`config.mk`:
```
export PLATFORM = sky130hd
export DESIGN_NAME = led_strip_frame_serializer_unit
export DESIGN_NICKNAME = d
export VERILOG_FILES = /design/src/rtl/core/lsfs_pkg.sv /design/src/rtl/core/lsfs_front.sv /design/src/rtl/core/lsfs_queue.sv /design/src/rtl/core/lsfs_back.sv /design/src/rtl/core/led_strip_frame_serializer_unit.sv
export SDC_FILE = /design/constraint.sdc
export NUM_CORES = 1
export LEC_CHECK = 0
export BUFFER_PORTS_ARGS = -buffer_cell sky130_fd_sc_hd__buf_2
export CAP_MARGIN = 30
export CORE_ASPECT_RATIO = 1.2
export CORE_MARGIN = 3
export CORE_UTILIZATION = 40
export DETAILED_ROUTE_END_ITERATION = 12
export GPL_ROUTABILITY_DRIVEN = 0
export GPL_TIMING_DRIVEN = 0
export PLACE_DENSITY = 0.72
export SLEW_MARGIN = 15
export SYNTH_ARGS = -nofsm -noshare
export SYNTH_HDL_FRONTEND = slang
export SYNTH_SLANG_ARGS = --single-unit
```
`constraint.sdc`:
```
create_clock -name clk -period 4.9 [get_ports clk]
set_input_delay 0 -clock clk [delete_from_list [all_inputs] [get_ports clk]]
set_output_delay 0 -clock clk [all_outputs]
set_load 0.005 [all_outputs]
```
`src/rtl/core/lsfs_pkg.sv`:
```
package lsfs_pkg;

  localparam int COLOR_W      = 7;
  localparam int BYTE_W       = 8;
  localparam int STRIP_LEN_W  = 11;
  localparam int APB_DATA_W   = 32;
  localparam int APB_ADDR_W   = 3;

  // register index, taken from paddr[2]
  localparam logic REG_STRIP_LENGTH = 1'b0;

  localparam logic [STRIP_LEN_W-1:0] STRIP_LEN_RESET = 11'd1;

  // one pixel request as it travels from front to back
  typedef struct packed {
    logic [COLOR_W-1:0] red;
    logic [COLOR_W-1:0] green;
    logic [COLOR_W-1:0] blue;
    logic               last;
  } pixel_t;

endpackage

```
`src/rtl/core/lsfs_front.sv`:
```
module lsfs_front
  import lsfs_pkg::*;
#(
  parameter int MAX_LEDS = 1024
) (
  input  logic                                  clk,
  input  logic                                  rst,
  input  logic                                  in_valid,
  input  logic                                  in_ready,
  input  logic [COLOR_W-1:0]                    red,
  input  logic [COLOR_W-1:0]                    green,
  input  logic [COLOR_W-1:0]                    blue,
  input  logic [$clog2(MAX_LEDS+1)-1:0]         len_m1,
  output logic                                  push,
  output pixel_t                                push_pixel
);

  localparam int LEN_W = $clog2(MAX_LEDS + 1);
  localparam int POS_W = (MAX_LEDS > 1) ? $clog2(MAX_LEDS) : 1;

  logic [POS_W-1:0] pos;
  logic [POS_W-1:0] pos_next;
  logic             is_last;

  // frame closes when the position reaches or passes length minus one
  assign is_last = LEN_W'(pos) >= len_m1;
  assign push    = in_valid && in_ready;

  assign push_pixel = '{red: red, green: green, blue: blue, last: is_last};

  always_comb begin
    pos_next = pos;
    if (push) begin
      if (is_last) begin
        pos_next = '0;
      end else begin
        pos_next = pos + POS_W'(1);
      end
    end
  end

  always_ff @(posedge clk) begin
    if (rst) begin
      pos <= '0;
    end else begin
      pos <= pos_next;
    end
  end

endmodule

```
`src/rtl/core/lsfs_queue.sv`:
```
module lsfs_queue
  import lsfs_pkg::*;
(
  input  logic       clk,
  input  logic       rst,
  input  logic       push,
  input  pixel_t     push_pixel,
  output logic       full,
  input  logic       pop,
  output logic       head_valid,
  output pixel_t     head
);

  pixel_t      mem [2];
  logic        wr_ptr;
  logic        rd_ptr;
  logic [1:0]  count;

  assign full       = count == 2'd2;
  assign head_valid = count != 2'd0;
  assign head       = mem[rd_ptr];

  always_ff @(posedge clk) begin
    if (push) begin
      mem[wr_ptr] <= push_pixel;
    end
  end

  always_ff @(posedge clk) begin
    if (rst) begin
      wr_ptr <= 1'b0;
      rd_ptr <= 1'b0;
      count  <= 2'd0;
    end else begin
      if (push) begin
        wr_ptr <= ~wr_ptr;
      end
      if (pop) begin
        rd_ptr <= ~rd_ptr;
      end
      case ({push, pop})
        2'b10:   count <= count + 2'd1;
        2'b01:   count <= count - 2'd1;
        default: count <= count;
      endcase
    end
  end

  a_count_bound: assert property (@(posedge clk) disable iff (rst)
    count <= 2'd2) else $error("queue count out of range");

  a_pop_nonempty: assert property (@(posedge clk) disable iff (rst)
    pop |-> head_valid) else $error("pop from empty queue");

  a_push_room: assert property (@(posedge clk) disable iff (rst)
    (count == 2'd2 && !pop) |=> count == 2'd2 || $past(pop))
    else $error("queue lost an entry");

endmodule

```
`src/rtl/core/lsfs_back.sv`:
```
module lsfs_back
  import lsfs_pkg::*;
#(
  parameter int MAX_LEDS = 1024
) (
  input  logic                                          clk,
  input  logic                                          rst,
  input  logic                                          head_valid,
  input  pixel_t                                        head,
  output logic                                          pop,
  input  logic [$clog2((MAX_LEDS+31)/32+1)-1:0]         latch_count,
  output logic                                          out_valid,
  input  logic                                          out_ready,
  output logic [BYTE_W-1:0]                             wire_byte,
  output logic                                          frame_end
);

  localparam int LATCH_W = $clog2((MAX_LEDS + 31) / 32 + 1);

  localparam logic [1:0] PH_GREEN = 2'd0;
  localparam logic [1:0] PH_RED   = 2'd1;
  localparam logic [1:0] PH_BLUE  = 2'd2;
  localparam logic [1:0] PH_LATCH = 2'd3;

  logic [1:0]         phase;
  logic [1:0]         phase_next;
  logic [LATCH_W-1:0] latch_cnt;
  logic [LATCH_W-1:0] latch_cnt_next;
  logic               load;
  logic               issue;
  logic [BYTE_W-1:0]  byte_next;
  logic               end_next;

  // output register takes a byte whenever it is empty or being drained
  assign load  = !out_valid || out_ready;
  assign issue = load && head_valid;

  always_comb begin
    phase_next     = phase;
    latch_cnt_next = latch_cnt;
    byte_next      = '0;
    end_next       = 1'b0;
    pop            = 1'b0;
    case (phase)
      PH_GREEN: begin
        byte_next  = {1'b1, head.green};
        phase_next = PH_RED;
      end
      PH_RED: begin
        byte_next  = {1'b1, head.red};
        phase_next = PH_BLUE;
      end
      PH_BLUE: begin
        byte_next = {1'b1, head.blue};
        if (head.last) begin
          phase_next     = PH_LATCH;
          latch_cnt_next = LATCH_W'(1);
        end else begin
          phase_next = PH_GREEN;
          pop        = issue;
        end
      end
      PH_LATCH: begin
        byte_next = '0;
        if (latch_cnt == latch_count) begin
          end_next   = 1'b1;
          phase_next = PH_GREEN;
          pop        = issue;
        end else begin
          latch_cnt_next = latch_cnt + LATCH_W'(1);
        end
      end
      default: begin
        phase_next = PH_GREEN;
      end
    endcase
  end

  always_ff @(posedge clk) begin
    if (rst) begin
      phase     <= PH_GREEN;
      latch_cnt <= LATCH_W'(1);
      out_valid <= 1'b0;
    end else if (issue) begin
      phase     <= phase_next;
      latch_cnt <= latch_cnt_next;
      out_valid <= 1'b1;
    end else if (load) begin
      out_valid <= 1'b0;
    end
  end

  always_ff @(posedge clk) begin
    if (issue) begin
      wire_byte <= byte_next;
      frame_end <= end_next;
    end
  end

  a_end_is_latch: assert property (@(posedge clk) disable iff (rst)
    (out_valid && frame_end) |-> wire_byte == '0)
    else $error("frame end on a color byte");

  a_color_msb: assert property (@(posedge clk) disable iff (rst)
    (out_valid && wire_byte != '0) |-> wire_byte[BYTE_W-1])
    else $error("color byte without top bit");

  a_latch_owner: assert property (@(posedge clk) disable iff (rst)
    (phase == PH_LATCH) |-> (head_valid && head.last))
    else $error("latch phase without a frame-closing pixel");

  a_latch_bound: assert property (@(posedge clk) disable iff (rst)
    (phase == PH_LATCH) |-> (latch_cnt <= latch_count && latch_cnt != '0))
    else $error("latch counter out of range");

endmodule

```
`src/rtl/core/led_strip_frame_serializer_unit.sv`:
```
// a taken pixel is written into the queue, then its first wire byte into the output register
// throughput: one wire byte per cycle while out_ready is high and a pixel is queued; a pixel
//   yields 3 bytes, the frame-closing pixel 3 + ceil(L/32), L being the clamped strip length
// a two-entry queue lets up to two pixels be taken ahead of the byte sequencer
// reset (synchronous, active high) clears the pixel position, queue and output valid,
//   and sets strip_length to 1
module led_strip_frame_serializer_unit
  import lsfs_pkg::*;
#(
  parameter int MAX_LEDS = 1024
) (
  input  logic                   clk,
  input  logic                   rst,
  // register port
  input  logic                   psel,
  input  logic                   penable,
  input  logic                   pwrite,
  input  logic [APB_ADDR_W-1:0]  paddr,
  input  logic [APB_DATA_W-1:0]  pwdata,
  output logic [APB_DATA_W-1:0]  prdata,
  output logic                   pready,
  // pixel requests
  input  logic                   in_valid,
  output logic                   in_ready,
  input  logic [COLOR_W-1:0]     red,
  input  logic [COLOR_W-1:0]     green,
  input  logic [COLOR_W-1:0]     blue,
  // wire bytes
  output logic                   out_valid,
  input  logic                   out_ready,
  output logic [BYTE_W-1:0]      wire_byte,
  output logic                   frame_end
);

  localparam int LEN_W   = $clog2(MAX_LEDS + 1);
  localparam int CMP_W   = (LEN_W > STRIP_LEN_W) ? LEN_W : STRIP_LEN_W;
  localparam int LATCH_W = $clog2((MAX_LEDS + 31) / 32 + 1);

  logic [STRIP_LEN_W-1:0] strip_length;
  logic [CMP_W-1:0]       len_wide;
  logic [CMP_W-1:0]       sl_wide;
  logic [LEN_W-1:0]       len;
  logic [LEN_W-1:0]       len_m1;
  logic [LEN_W:0]         latch_sum;
  logic [LATCH_W-1:0]     latch_count;
  logic                   cfg_write;

  logic                   push;
  pixel_t                 push_pixel;
  logic                   q_full;
  pixel_t                 q_head;
  logic                   q_pop;
  logic                   q_head_valid;

  // register port: always ready, write lands on the access cycle
  assign pready    = 1'b1;
  assign cfg_write = psel && penable && pwrite;

  always_ff @(posedge clk) begin
    if (rst) begin
      strip_length <= STRIP_LEN_RESET;
    end else if (cfg_write && paddr[2] == REG_STRIP_LENGTH) begin
      strip_length <= pwdata[STRIP_LEN_W-1:0];
    end
  end

  // readback, addresses beyond the register list read zero
  always_comb begin
    prdata = '0;
    if (paddr[2] == REG_STRIP_LENGTH) begin
      prdata = APB_DATA_W'(strip_length);
    end
  end

  // clamp length to 1..MAX_LEDS; zero behaves as one
  assign sl_wide = CMP_W'(strip_length);
  always_comb begin
    if (sl_wide == '0) begin
      len_wide = CMP_W'(1);
    end else if (sl_wide > CMP_W'(MAX_LEDS)) begin
      len_wide = CMP_W'(MAX_LEDS);
    end else begin
      len_wide = sl_wide;
    end
  end
  assign len    = len_wide[LEN_W-1:0];
  assign len_m1 = len - LEN_W'(1);

  // latch bytes: ceil(len / 32)
  assign latch_sum   = (LEN_W+1)'(len) + (LEN_W+1)'(31);
  assign latch_count = LATCH_W'(latch_sum >> 5);

  // front takes a pixel whenever the queue has room
  assign in_ready = !q_full;

  lsfs_front #(
    .MAX_LEDS (MAX_LEDS)
  ) u_front (
    .clk        (clk),
    .rst        (rst),
    .in_valid   (in_valid),
    .in_ready   (in_ready),
    .red        (red),
    .green      (green),
    .blue       (blue),
    .len_m1     (len_m1),
    .push       (push),
    .push_pixel (push_pixel)
  );

  lsfs_queue u_queue (
    .clk        (clk),
    .rst        (rst),
    .push       (push),
    .push_pixel (push_pixel),
    .full       (q_full),
    .pop        (q_pop),
    .head_valid (q_head_valid),
    .head       (q_head)
  );

  // back walks green, red, blue, then latch bytes on a frame-closing pixel
  lsfs_back #(
    .MAX_LEDS (MAX_LEDS)
  ) u_back (
    .clk         (clk),
    .rst         (rst),
    .head_valid  (q_head_valid),
    .head        (q_head),
    .pop         (q_pop),
    .latch_count (latch_count),
    .out_valid   (out_valid),
    .out_ready   (out_ready),
    .wire_byte   (wire_byte),
    .frame_end   (frame_end)
  );

endmodule
```
### Yosys cells after proc, flatten, opt, wreduce, memory -nomap -nowiden

Memories as Yosys holds them, arrays and structs flattened. A register that Yosys moved wholly into a read port is not among the register bits.
Cells that the tools add are included.

* register bits after elaboration: 43
* bits in writable memories: 44
* output and inout bits: 44
* word-level logic and storage cells: 70
* memories: 1

* $add $sub $neg: 6
* $lt $le $gt $ge: 2
* equal/unequal tests: 10
* multiplexer cells: 22
* bitwise operators: 3
* reduce and logical (&&, ||, !) cells: 16

Memories
* u_queue.mem: words 2, bits a word 22, read ports 1, clocked after memory_dff 1, wr ports 1, RTL line lsfs_queue.sv:14 `pixel_t mem [2];`

Operator list (count)
* 11-bit two-way mux: 3
* 8-bit one-hot mux with 4 select lines: 1
* 6-bit two-way mux: 2
* 6-bit one-hot mux with 2 select lines: 1
* 11-bit by 5-bit adder with 11-bit output (second input constant): 1
* 10-bit by 11-bit greater-or-equal comparator with 1-bit output: 1
* 11-bit > comparator (second input constant): 1
* 11-bit logical NOT: 1
* 11-bit by 1-bit subtractor with 11-bit output (second input constant): 1
* 10-bit by 1-bit adder with 10-bit output (second input constant): 1
* 10-bit two-way mux: 1
* 1-bit two-way mux: 9
* 2-bit == test (second input constant): 4
* 2-bit one-hot mux with 4 select lines: 1
* 2-bit nonzero test: 4
* 6-bit by 1-bit adder with 6-bit output (second input constant): 1
* 6-bit == test: 1
* 1-bit logical AND: 5
* 2-bit by 1-bit == test with 1-bit output (second input constant): 2
* 2-bit two-way mux: 2
* 2-bit inequality test (second input constant): 2
* 2-bit one-hot mux with 2 select lines: 1
* 4-bit AND reduction: 1
* 1-bit inverter: 3
* other kinds (8): 9

### Logic depth before layout (Yosys ltp)

Gate-level depths: netlist of run 1.

* depth in word-level cells: 9
* gate-level depth with buffers: 14
* mapped depth without buffers: 13

### Cells and area by module

A second synthesis of run 1 with hierarchy kept.

* cells, all modules: 454
* area, all modules: 4775.8 µm²

By module, submodules not included
* lsfs_queue: instances 1, cells each 90, area each 1786.7 µm²
* led_strip_frame_serializer_unit: instances 1, cells each 156, area each 1094.8 µm²
* lsfs_back: instances 1, cells each 101, area each 1018.5 µm²
* lsfs_front: instances 1, cells each 107, area each 875.8 µm²

### Least setup slack after synthesis of run 1

No wires, ideal clock.

* kind: register to register
* start point: register strip_length[0] (netlist: sl_wide[0])
* end point: register u_front.pos[2]
* data arrival time: 3.101 ns
* data required time: 4.755 ns
* setup slack: 1.653 ns
* cell stages (with the launch flop): 13
* clock period less this slack: 3.247 ns
* cells stage by stage: dfxtp_1 or4_1 buf_2 or3_1 nor3_1 mux2_2 nor2_1 ha_1 a211o_1 nor3_1 o21a_1 o31ai_1 nor2_1

* longest elaborated chain between the ends: 6
* elaborated cells between the ends (all ways): 7
* those cells by class: add/sub: 1; order compare: 2; mux: 3; reduce/logical: 1

RTL lines
* start: declaration: RTL line led_strip_frame_serializer_unit.sv:39 `logic [STRIP_LEN_W-1:0] strip_length;`
* start signal: assignment: RTL line led_strip_frame_serializer_unit.sv:63 `strip_length <= pwdata[STRIP_LEN_W-1:0];`
* 11-bit > comparator: RTL line led_strip_frame_serializer_unit.sv:80 `end else if (sl_wide > CMP_W'(MAX_LEDS)) begin`
* 11-bit two-way mux: RTL line led_strip_frame_serializer_unit.sv:80
* 11-bit two-way mux (*): RTL line led_strip_frame_serializer_unit.sv:78 `if (sl_wide == '0) begin`
* 11-bit by 1-bit subtractor with 11-bit output (*): RTL line led_strip_frame_serializer_unit.sv:87 `assign len_m1 = len - LEN_W'(1);`
* 10-bit by 11-bit greater-or-equal comparator with 1-bit output (*): RTL line lsfs_front.sv:26 `assign is_last = LEN_W'(pos) >= len_m1;`
* 10-bit two-way mux (*): RTL line lsfs_front.sv:34 `if (is_last) begin`
* end signal: assignment: RTL line lsfs_front.sv:46 `pos <= pos_next;`
* end: declaration: RTL line lsfs_front.sv:21 `logic [POS_W-1:0] pos;`

Every way passes the cells marked *; elsewhere a longest branch is shown, timed or not.
A chain may end at the register's enable or synchronous reset.

### Worst setup path after layout of run 1

* start point: register strip_length[0] (netlist: sl_wide[0])
* end point: register u_front.pos[8]

Same word-level chain as after synthesis.

==> run_results.csv, run 1 <==
group,metric,value,unit
detailed_routing,drtPass1Iterations,4,
floorplan,die_w,103,µm
setup_path,arrival,3980,ps
clock_network,cts.htree.levels,3,
yosys,avgSynthCellArea,10.2,µm²
timing,min_period_over_period,77.3,%
floorplan,die_h,123,µm
clock_network,cts_tree,"yes",
worst_hold_path,hold_depth,4,
setup_path,reg2reg_to,"u_front.pos[8]",
timing,slew_headroom,40.8,%
clock_network,insertion_delay,340,ps
setup_path,r2r_start,"sl_wide[0]",
timing,final.setup.tns,0,ps
place,place.port_buffers,60,
detailed_routing,drc,0,
detailed_routing,ant_nets,0,
yosys,synth.area.top_cells,"edfxtp_1, dfxtp_1, mux2i_1, a21oi_1, buf_4",
yosys,yosys.area.top_type_share,35.1,%
setup_path,cp-end-kind,"flop",
place,hpwl,7220,µm
final_layout,num_antenna_cells,0,
detailed_routing,wl_per_cell,14.8,µm
worst_hold_path,hp-class,"in2reg",
yosys,yosysUniqueCellTypes,57,
yosys,synth_edf_count,53,
setup_path,crit_fanout,9,
worst_hold_path,min-delay-start,"psel",
setup_path,reg2reg_slack,1110,ps
floorplan,core,11000,µm²
global_routing,antenna_found_initial,0,
yosys,synth_commonest_cells,"edfxtp_1, nor2_1, nand2_1",
global_routing,groute.usage.overall,16.9,%
global_routing,grt_overflow,0,
detailed_routing,viasPerCell,5.14,
yosys,yosysSeqAreaShare,50.5,%
place,dp_cells,658,
timing,period_needed,3790,ps
detailed_routing,routed_wl,10500,µm
place,place_ws,1170,ps
yosys,yosys.area.top_type,"edfxtp_1",
floorplan,design.die.area,12700,µm²
floorplan,start_util,41.1,%
yosys,syn_inst,444,
yosys,synth_warnings,0,
timing,rsz0062_at_grt,"no",
floorplan,ios,107,
setup_path,criticalPathCategory,"reg2reg",
final_layout,final_nets,646,
pwr,leakagePower,2.22,nW
global_routing,grt_start_max_net_pins,19,
timing,timing_hold_violations_final,0,
pwr,power,0.00185,W
final_layout,syn2layout_area_growth,26.2,%
yosys,synthArstFlopShare,0,%
yosys,synth.most_common_cell,"edfxtp_1",
timing,setup_ws,1110,ps
yosys,synth_area,4540,µm²
final_layout,n_fill_cell,970,
yosys,ys_seq_elements,88,
clock_network,cts_sinks,88,
clock_network,cts_setup_buffers,0,
final_layout,multi_input_area,2040,µm²
final_layout,drive_above_1_share,19.1,%
setup_path,reg2regPathDepth,12,
pwr,ir_drop,0.253,mV
timing,setup_viol,0,
yosys,synth-main-ff-cell,"edfxtp_1",
detailed_routing,num_vias,3632,
worst_hold_path,hold_end,"sl_wide[7]",
clock_network,clock_path_buffers,2,
clock_network,cts_root_buffer,"clkbuf_16",
timing,max_freq,0.264,GHz
timing,whs,61.7,ps
final_layout,fin_cells,707,
timing,finalClockSkew,7.87,ps
clock_network,cts_inserted_buffers,9,
detailed_routing,drt_iter0_drc,119,
setup_path,critPathRequiredTime,5100,ps
floorplan,rows,42,
final_layout,ff_latch_area,2290,µm²
pwr,p_per_area,323,nW/µm²
setup_path,critPathLaunchType,"flop",
global_routing,grt_pass1_wl,16500,µm
timing,worst_pin_slew,881,ps
run_status,status,"finished clean",
global_routing,grt_pass1_vias,3541,
clock_network,clk_pin_slew_worst_paths,70,ps
timing,slew_violations,0,
run,cap_violations,0,
[worst max path at each step]
stage                           from              to  slack [ps]  cells past startpoint
after floorplan           sl_wide[0]  u_front.pos[2]        1650                     12
after global placement    sl_wide[0]  u_front.pos[2]        1320                     12
after detailed placement  sl_wide[0]  u_front.pos[4]        1170                     12
after CTS                 sl_wide[0]  u_front.pos[8]        1120                     12
after global routing      sl_wide[0]  u_front.pos[4]         830                     12
final                     sl_wide[0]  u_front.pos[8]        1110                     12
[cell families (layout without fill, tap and decap cells)]
kind of cell | count (synthesis) | in the layout | synth area share [%]
AO/OA/AOI/OAI | 92 | 92 | 13.5
buffers and inverters | 54 | 165 | 6.31
AND/OR/NAND/NOR | 156 | 156 | 17.7
other | 2 | 22 | 0.165
XOR/XNOR | 15 | 15 | 2.89
multiplexers | 24 | 24 | 5.40
adder cells (fa/ha/maj) | 13 | 13 | 3.58
flip-flops | 88 | 88 | 50.5
[final cells by class]
cell class                      instances  share of cell area (%)
Sequential cell                        88                    40.0
Multi-Input combinational cell        322                    35.6
Timing Repair Buffer                   95                    11.5
Buffer                                 48                    4.61
Clock buffer                            9                    3.93
Tap cell                              132                    2.88
Clock inverter                          7                    1.05
Inverter                                6                   0.393
[flip-flops by register name (all words and copies together), names as in the netlist, named ones only]
signal,flops
u_back.phase,2
u_back.out_valid,1
u_queue.count,2
u_queue.mem,44
u_queue.wr_ptr,1
u_back.latch_cnt,6
u_back.wire_byte,8
u_queue.rd_ptr,1
u_front.pos,10
sl_wide,11
u_back.frame_end,1
[power by group]
group / internal (W) / switching (W) / total [W]
clock: 0.000356 / 0.000316 / 0.000671
sequential: 0.000855 / 0.0000239 / 0.000879
combinational: 0.000130 / 0.000167 / 0.000298
[critical path: stages (launching register included)]
cell     delay [ps]
dfxtp_1         370
or4_1           530
buf_2           190
or3_1           360
nor3_1          250
mux2_2          370
nor2_1          110
ha_1            190
a211o_1         160
nor3_1           60
o21a_1          160
o31ai_1         760
nor2b_1         120
[per-layer routing]
metal,up-vias,GRT usage (%),part of all wire (%)
met4,0,7.04,1.7
met1,1686,20.0,43
met2,109,29.8,51
met5,-,0,0
met3,10,2.73,4.6
li1,1827,-,-
[cell usage in the layout, fill, tap and decap left out, types with 4 or more instances in the layout]
cell           count
clkbuf_1          21
inv_1              6
ha_1              13
nor2_1            39
buf_1              4
edfxtp_1          53
nand3_1           10
dlygate4sd3_1     33
a21oi_1           37
nor3_1             6
nand2_1           39
o211ai_1           4
inv_6              5
nand4_1            4
dfxtp_1           35
o21a_1             4
conb_1            22
nand2b_1          12
xnor2_1            5
buf_4             22
mux2i_1           20
and3_1             4
nor2b_1           13
a211oi_1          13
o21ai_0            7
and2_1             4
clkbuf_16          9
xor2_1            10
buf_2             61
[timing repair]
item,CTS,global route
hold buffers,33,0
gates resized for setup,0,0
hold endpoints to repair,54,0
[through the flow]
step	util [%]	instance area, µm²
2_1_floorplan	-	4610
5_1_grt	51.9	5730
6_report	51.9	5730
3_5_place_dp	46.3	5110
4_1_cts	51.9	5730
3_3_place_gp	46.0	5080
(Power assumes the default switching activity.)
==> run 2, diff against run 1 <==
--- a/config.mk
+++ b/config.mk
@@ -13,7 +13,7 @@
 export DETAILED_ROUTE_END_ITERATION = 12
 export GPL_ROUTABILITY_DRIVEN = 0
 export GPL_TIMING_DRIVEN = 0
-export PLACE_DENSITY = 0.72
+export PLACE_DENSITY = 0.75
 export SLEW_MARGIN = 15
 export SYNTH_ARGS = -nofsm -noshare
 export SYNTH_HDL_FRONTEND = slang
==> constraint.sdc (replaced) <==
create_clock -name clk -period 3.2 [get_ports clk]
set_input_delay 0 -clock clk [delete_from_list [all_inputs] [get_ports clk]]
set_output_delay 0 -clock clk [all_outputs]
set_load 0.005 [all_outputs]
==> run 2 against run 1 <==
Sequential power is 54% higher; critical path depth stayed put; die area stayed put; maximum frequency is 21% higher; setup slack worse by 1000 ps; sequential share of layout area is 1.0 points lower; non-clock buffer count is 5 higher; power is 56% higher; critical path type unchanged.
==> run_results.csv, run 2 (synthesized netlist as in run 1, its figures left out) <==
group,metric,value,unit
final_layout,final_cell_mix,"buf_2, edfxtp_1, nand2_1",
pwr,internal_power,0.00207,W
floorplan,design.die.area,12700,µm²
pwr,leakagePower,2.27,nW
timing,rsz0062_at_grt,"yes",
timing,period_needed,3140,ps
global_routing,grt_start_max_net_pins,19,
timing,final.setup.tns,0,ps
pwr,ir_drop,0.468,mV
clock_network,cts_root_buffer,"clkbuf_16",
final_layout,fin_cells,712,
pwr,p_sw,0.000811,W
worst_hold_path,hold_end,"sl_wide[7]",
clock_network,clk_pin_slew_worst_paths,70,ps
place,place.port_buffers,60,
timing,setup_viol,0,
floorplan,ios,107,
pwr,pwr-share-comb,17.0,%
worst_hold_path,hold_depth,4,
place,hpwl,7270,µm
clock_network,cts_sinks,88,
place,placed_area,5110,µm²
pwr,p_per_area,488,nW/µm²
final_layout,largest_reg_flops,44,
detailed_routing,ant_nets,0,
detailed_routing,wl_per_cell,15.6,µm
final_layout,regMostFlops,"u_queue.mem",
timing,timing_hold_violations_final,0,
final_layout,design_area,5900,µm²
pwr,clkPwrFrac,36.2,%
setup_path,reg2reg_to,"u_front.pos[8]",
pwr,seqPwrFrac,46.8,%
setup_path,crit_fanout,6,
detailed_routing,routed_wl,11100,µm
global_routing,antenna_found_initial,0,
timing,slew_headroom,44.1,%
floorplan,core,11000,µm²
setup_path,critPathRequiredTime,3480,ps
floorplan,start_util,41.1,%
timing,min_period_over_period,98.0,%
place,dp_cells,658,
run,cap_violations,0,
detailed_routing,viasPerCell,5.30,
final_layout,final_common_cell,"buf_2",
floorplan,rows,42,
clock_network,clock_path_buffers,2,
clock_network,cts_tree,"yes",
final_layout,final_nets,651,
timing,slew_violations,0,
timing,max_freq,0.319,GHz
setup_path,r2r_start,"sl_wide[1]",
timing,finalClockSkew,9.23,ps
setup_path,cp-end-kind,"flop",
final_layout,syn2layout_area_growth,30.1,%
setup_path,reg2reg_slack,60,ps
final_layout,drive_above_1_share,23.8,%
detailed_routing,drtPass1Iterations,5,
global_routing,grt_pass1_vias,3730,
global_routing,grt_pass1_wl,17500,µm
worst_hold_path,min-delay-start,"penable",
detailed_routing,drc,0,
pwr,switching_share,28.1,%
setup_path,criticalPathCategory,"reg2reg",
clock_network,cts.htree.levels,3,
setup_path,critPathLaunchType,"flop",
timing,worst_pin_slew,839,ps
clock_network,cts_inserted_buffers,9,
worst_hold_path,hp-class,"in2reg",
run_status,status,"finished clean",
floorplan,die_h,123,µm
detailed_routing,num_vias,3776,
setup_path,reg2regPathDepth,12,
global_routing,grt_overflow,0,
detailed_routing,drt_iter0_drc,171,
clock_network,insertion_delay,340,ps
final_layout,num_antenna_cells,0,
global_routing,groute.usage.overall,17.8,%
pwr,power,0.00288,W
floorplan,die_w,103,µm
setup_path,arrival,3420,ps
-- run 2: cell count changes in the layout (fill, tap and decap cells not counted), sizes merged --
cell	delta
clkinvlp	+1
buf	+5
clkinv	-1
-- run 2: worst max-delay path by stage --
stage / slack (ps) / cells after the start / to / start
global route: -90 / 12 / u_front.pos[8] / sl_wide[1]
floorplan: 130 / 12 / u_front.pos[2] / sl_wide[0]
global placement: -210 / 10 / u_queue.mem[0][0] / sl_wide[0]
CTS: 10 / 14 / u_front.pos[5] / sl_wide[0]
detailed placement: -250 / 10 / u_queue.mem[1][0] / sl_wide[0]
finish: 60 / 12 / u_front.pos[8] / sl_wide[1]
-- run 2: what timing repair did --
action	4_1_cts	5_1_grt
hold endpoints to repair	54	0
buffers inserted	3	4
resized for setup	15	20
setup endpoints to repair	13	13
hold buffers	33	0
pin swaps	4	15
-- run 2: power groups by stage --
stage,clock [W],combinational [W],sequential (W)
6_report,0.00104,0.000491,0.00135
4_1_cts,0.00105,0.000474,0.00135
2_1_floorplan,0,0.000284,0.00136
5_1_grt,0.00110,0.000540,0.00136
3_5_place_dp,0,0.000424,0.00137
3_3_place_gp,0,0.000399,0.00137
-- run 2: final cells by class --
cell class,instances,area (µm²)
Fill cell,964,5130
Sequential cell,88,2300
Multi-Input combinational cell,322,2150
Timing Repair Buffer,102,717
Buffer,46,256
Clock buffer,9,225
Tap cell,132,165
Clock inverter,7,65.1
Inverter,6,22.5
-- run 2: metal layers --
metal / track usage, % / vias to the layer above / wire length, µm
met5: 0 / - / 0
met4: 5.91 / 0 / 104
met3: 4.43 / 9 / 714
met2: 32.3 / 148 / 5730
met1: 20.0 / 1787 / 4550
li1: - / 1832 / -
-- run 2: critical path: stages, from the launching register on --
cell and delay (ps):
dfxtp_4 360, or4_4 590, or3_4 410, nor3_4 160, nand2b_1 100, a21oi_2 130
ha_1 260, a211o_1 310, nor3_2 190, o21a_2 240, o31ai_4 80, buf_6 140
nor2b_1 100
-- run 2: metrics by stage --
stage	hold WS [ps]	util (%)	setup WS [ps]
after global routing	88.4	53.5	-90.3
after detailed placement	191	46.3	-249
after CTS	41.9	52.8	10.0
after floorplan	30.2	-	131
after global placement	186	46.1	-207
final	55.2	53.5	64.3
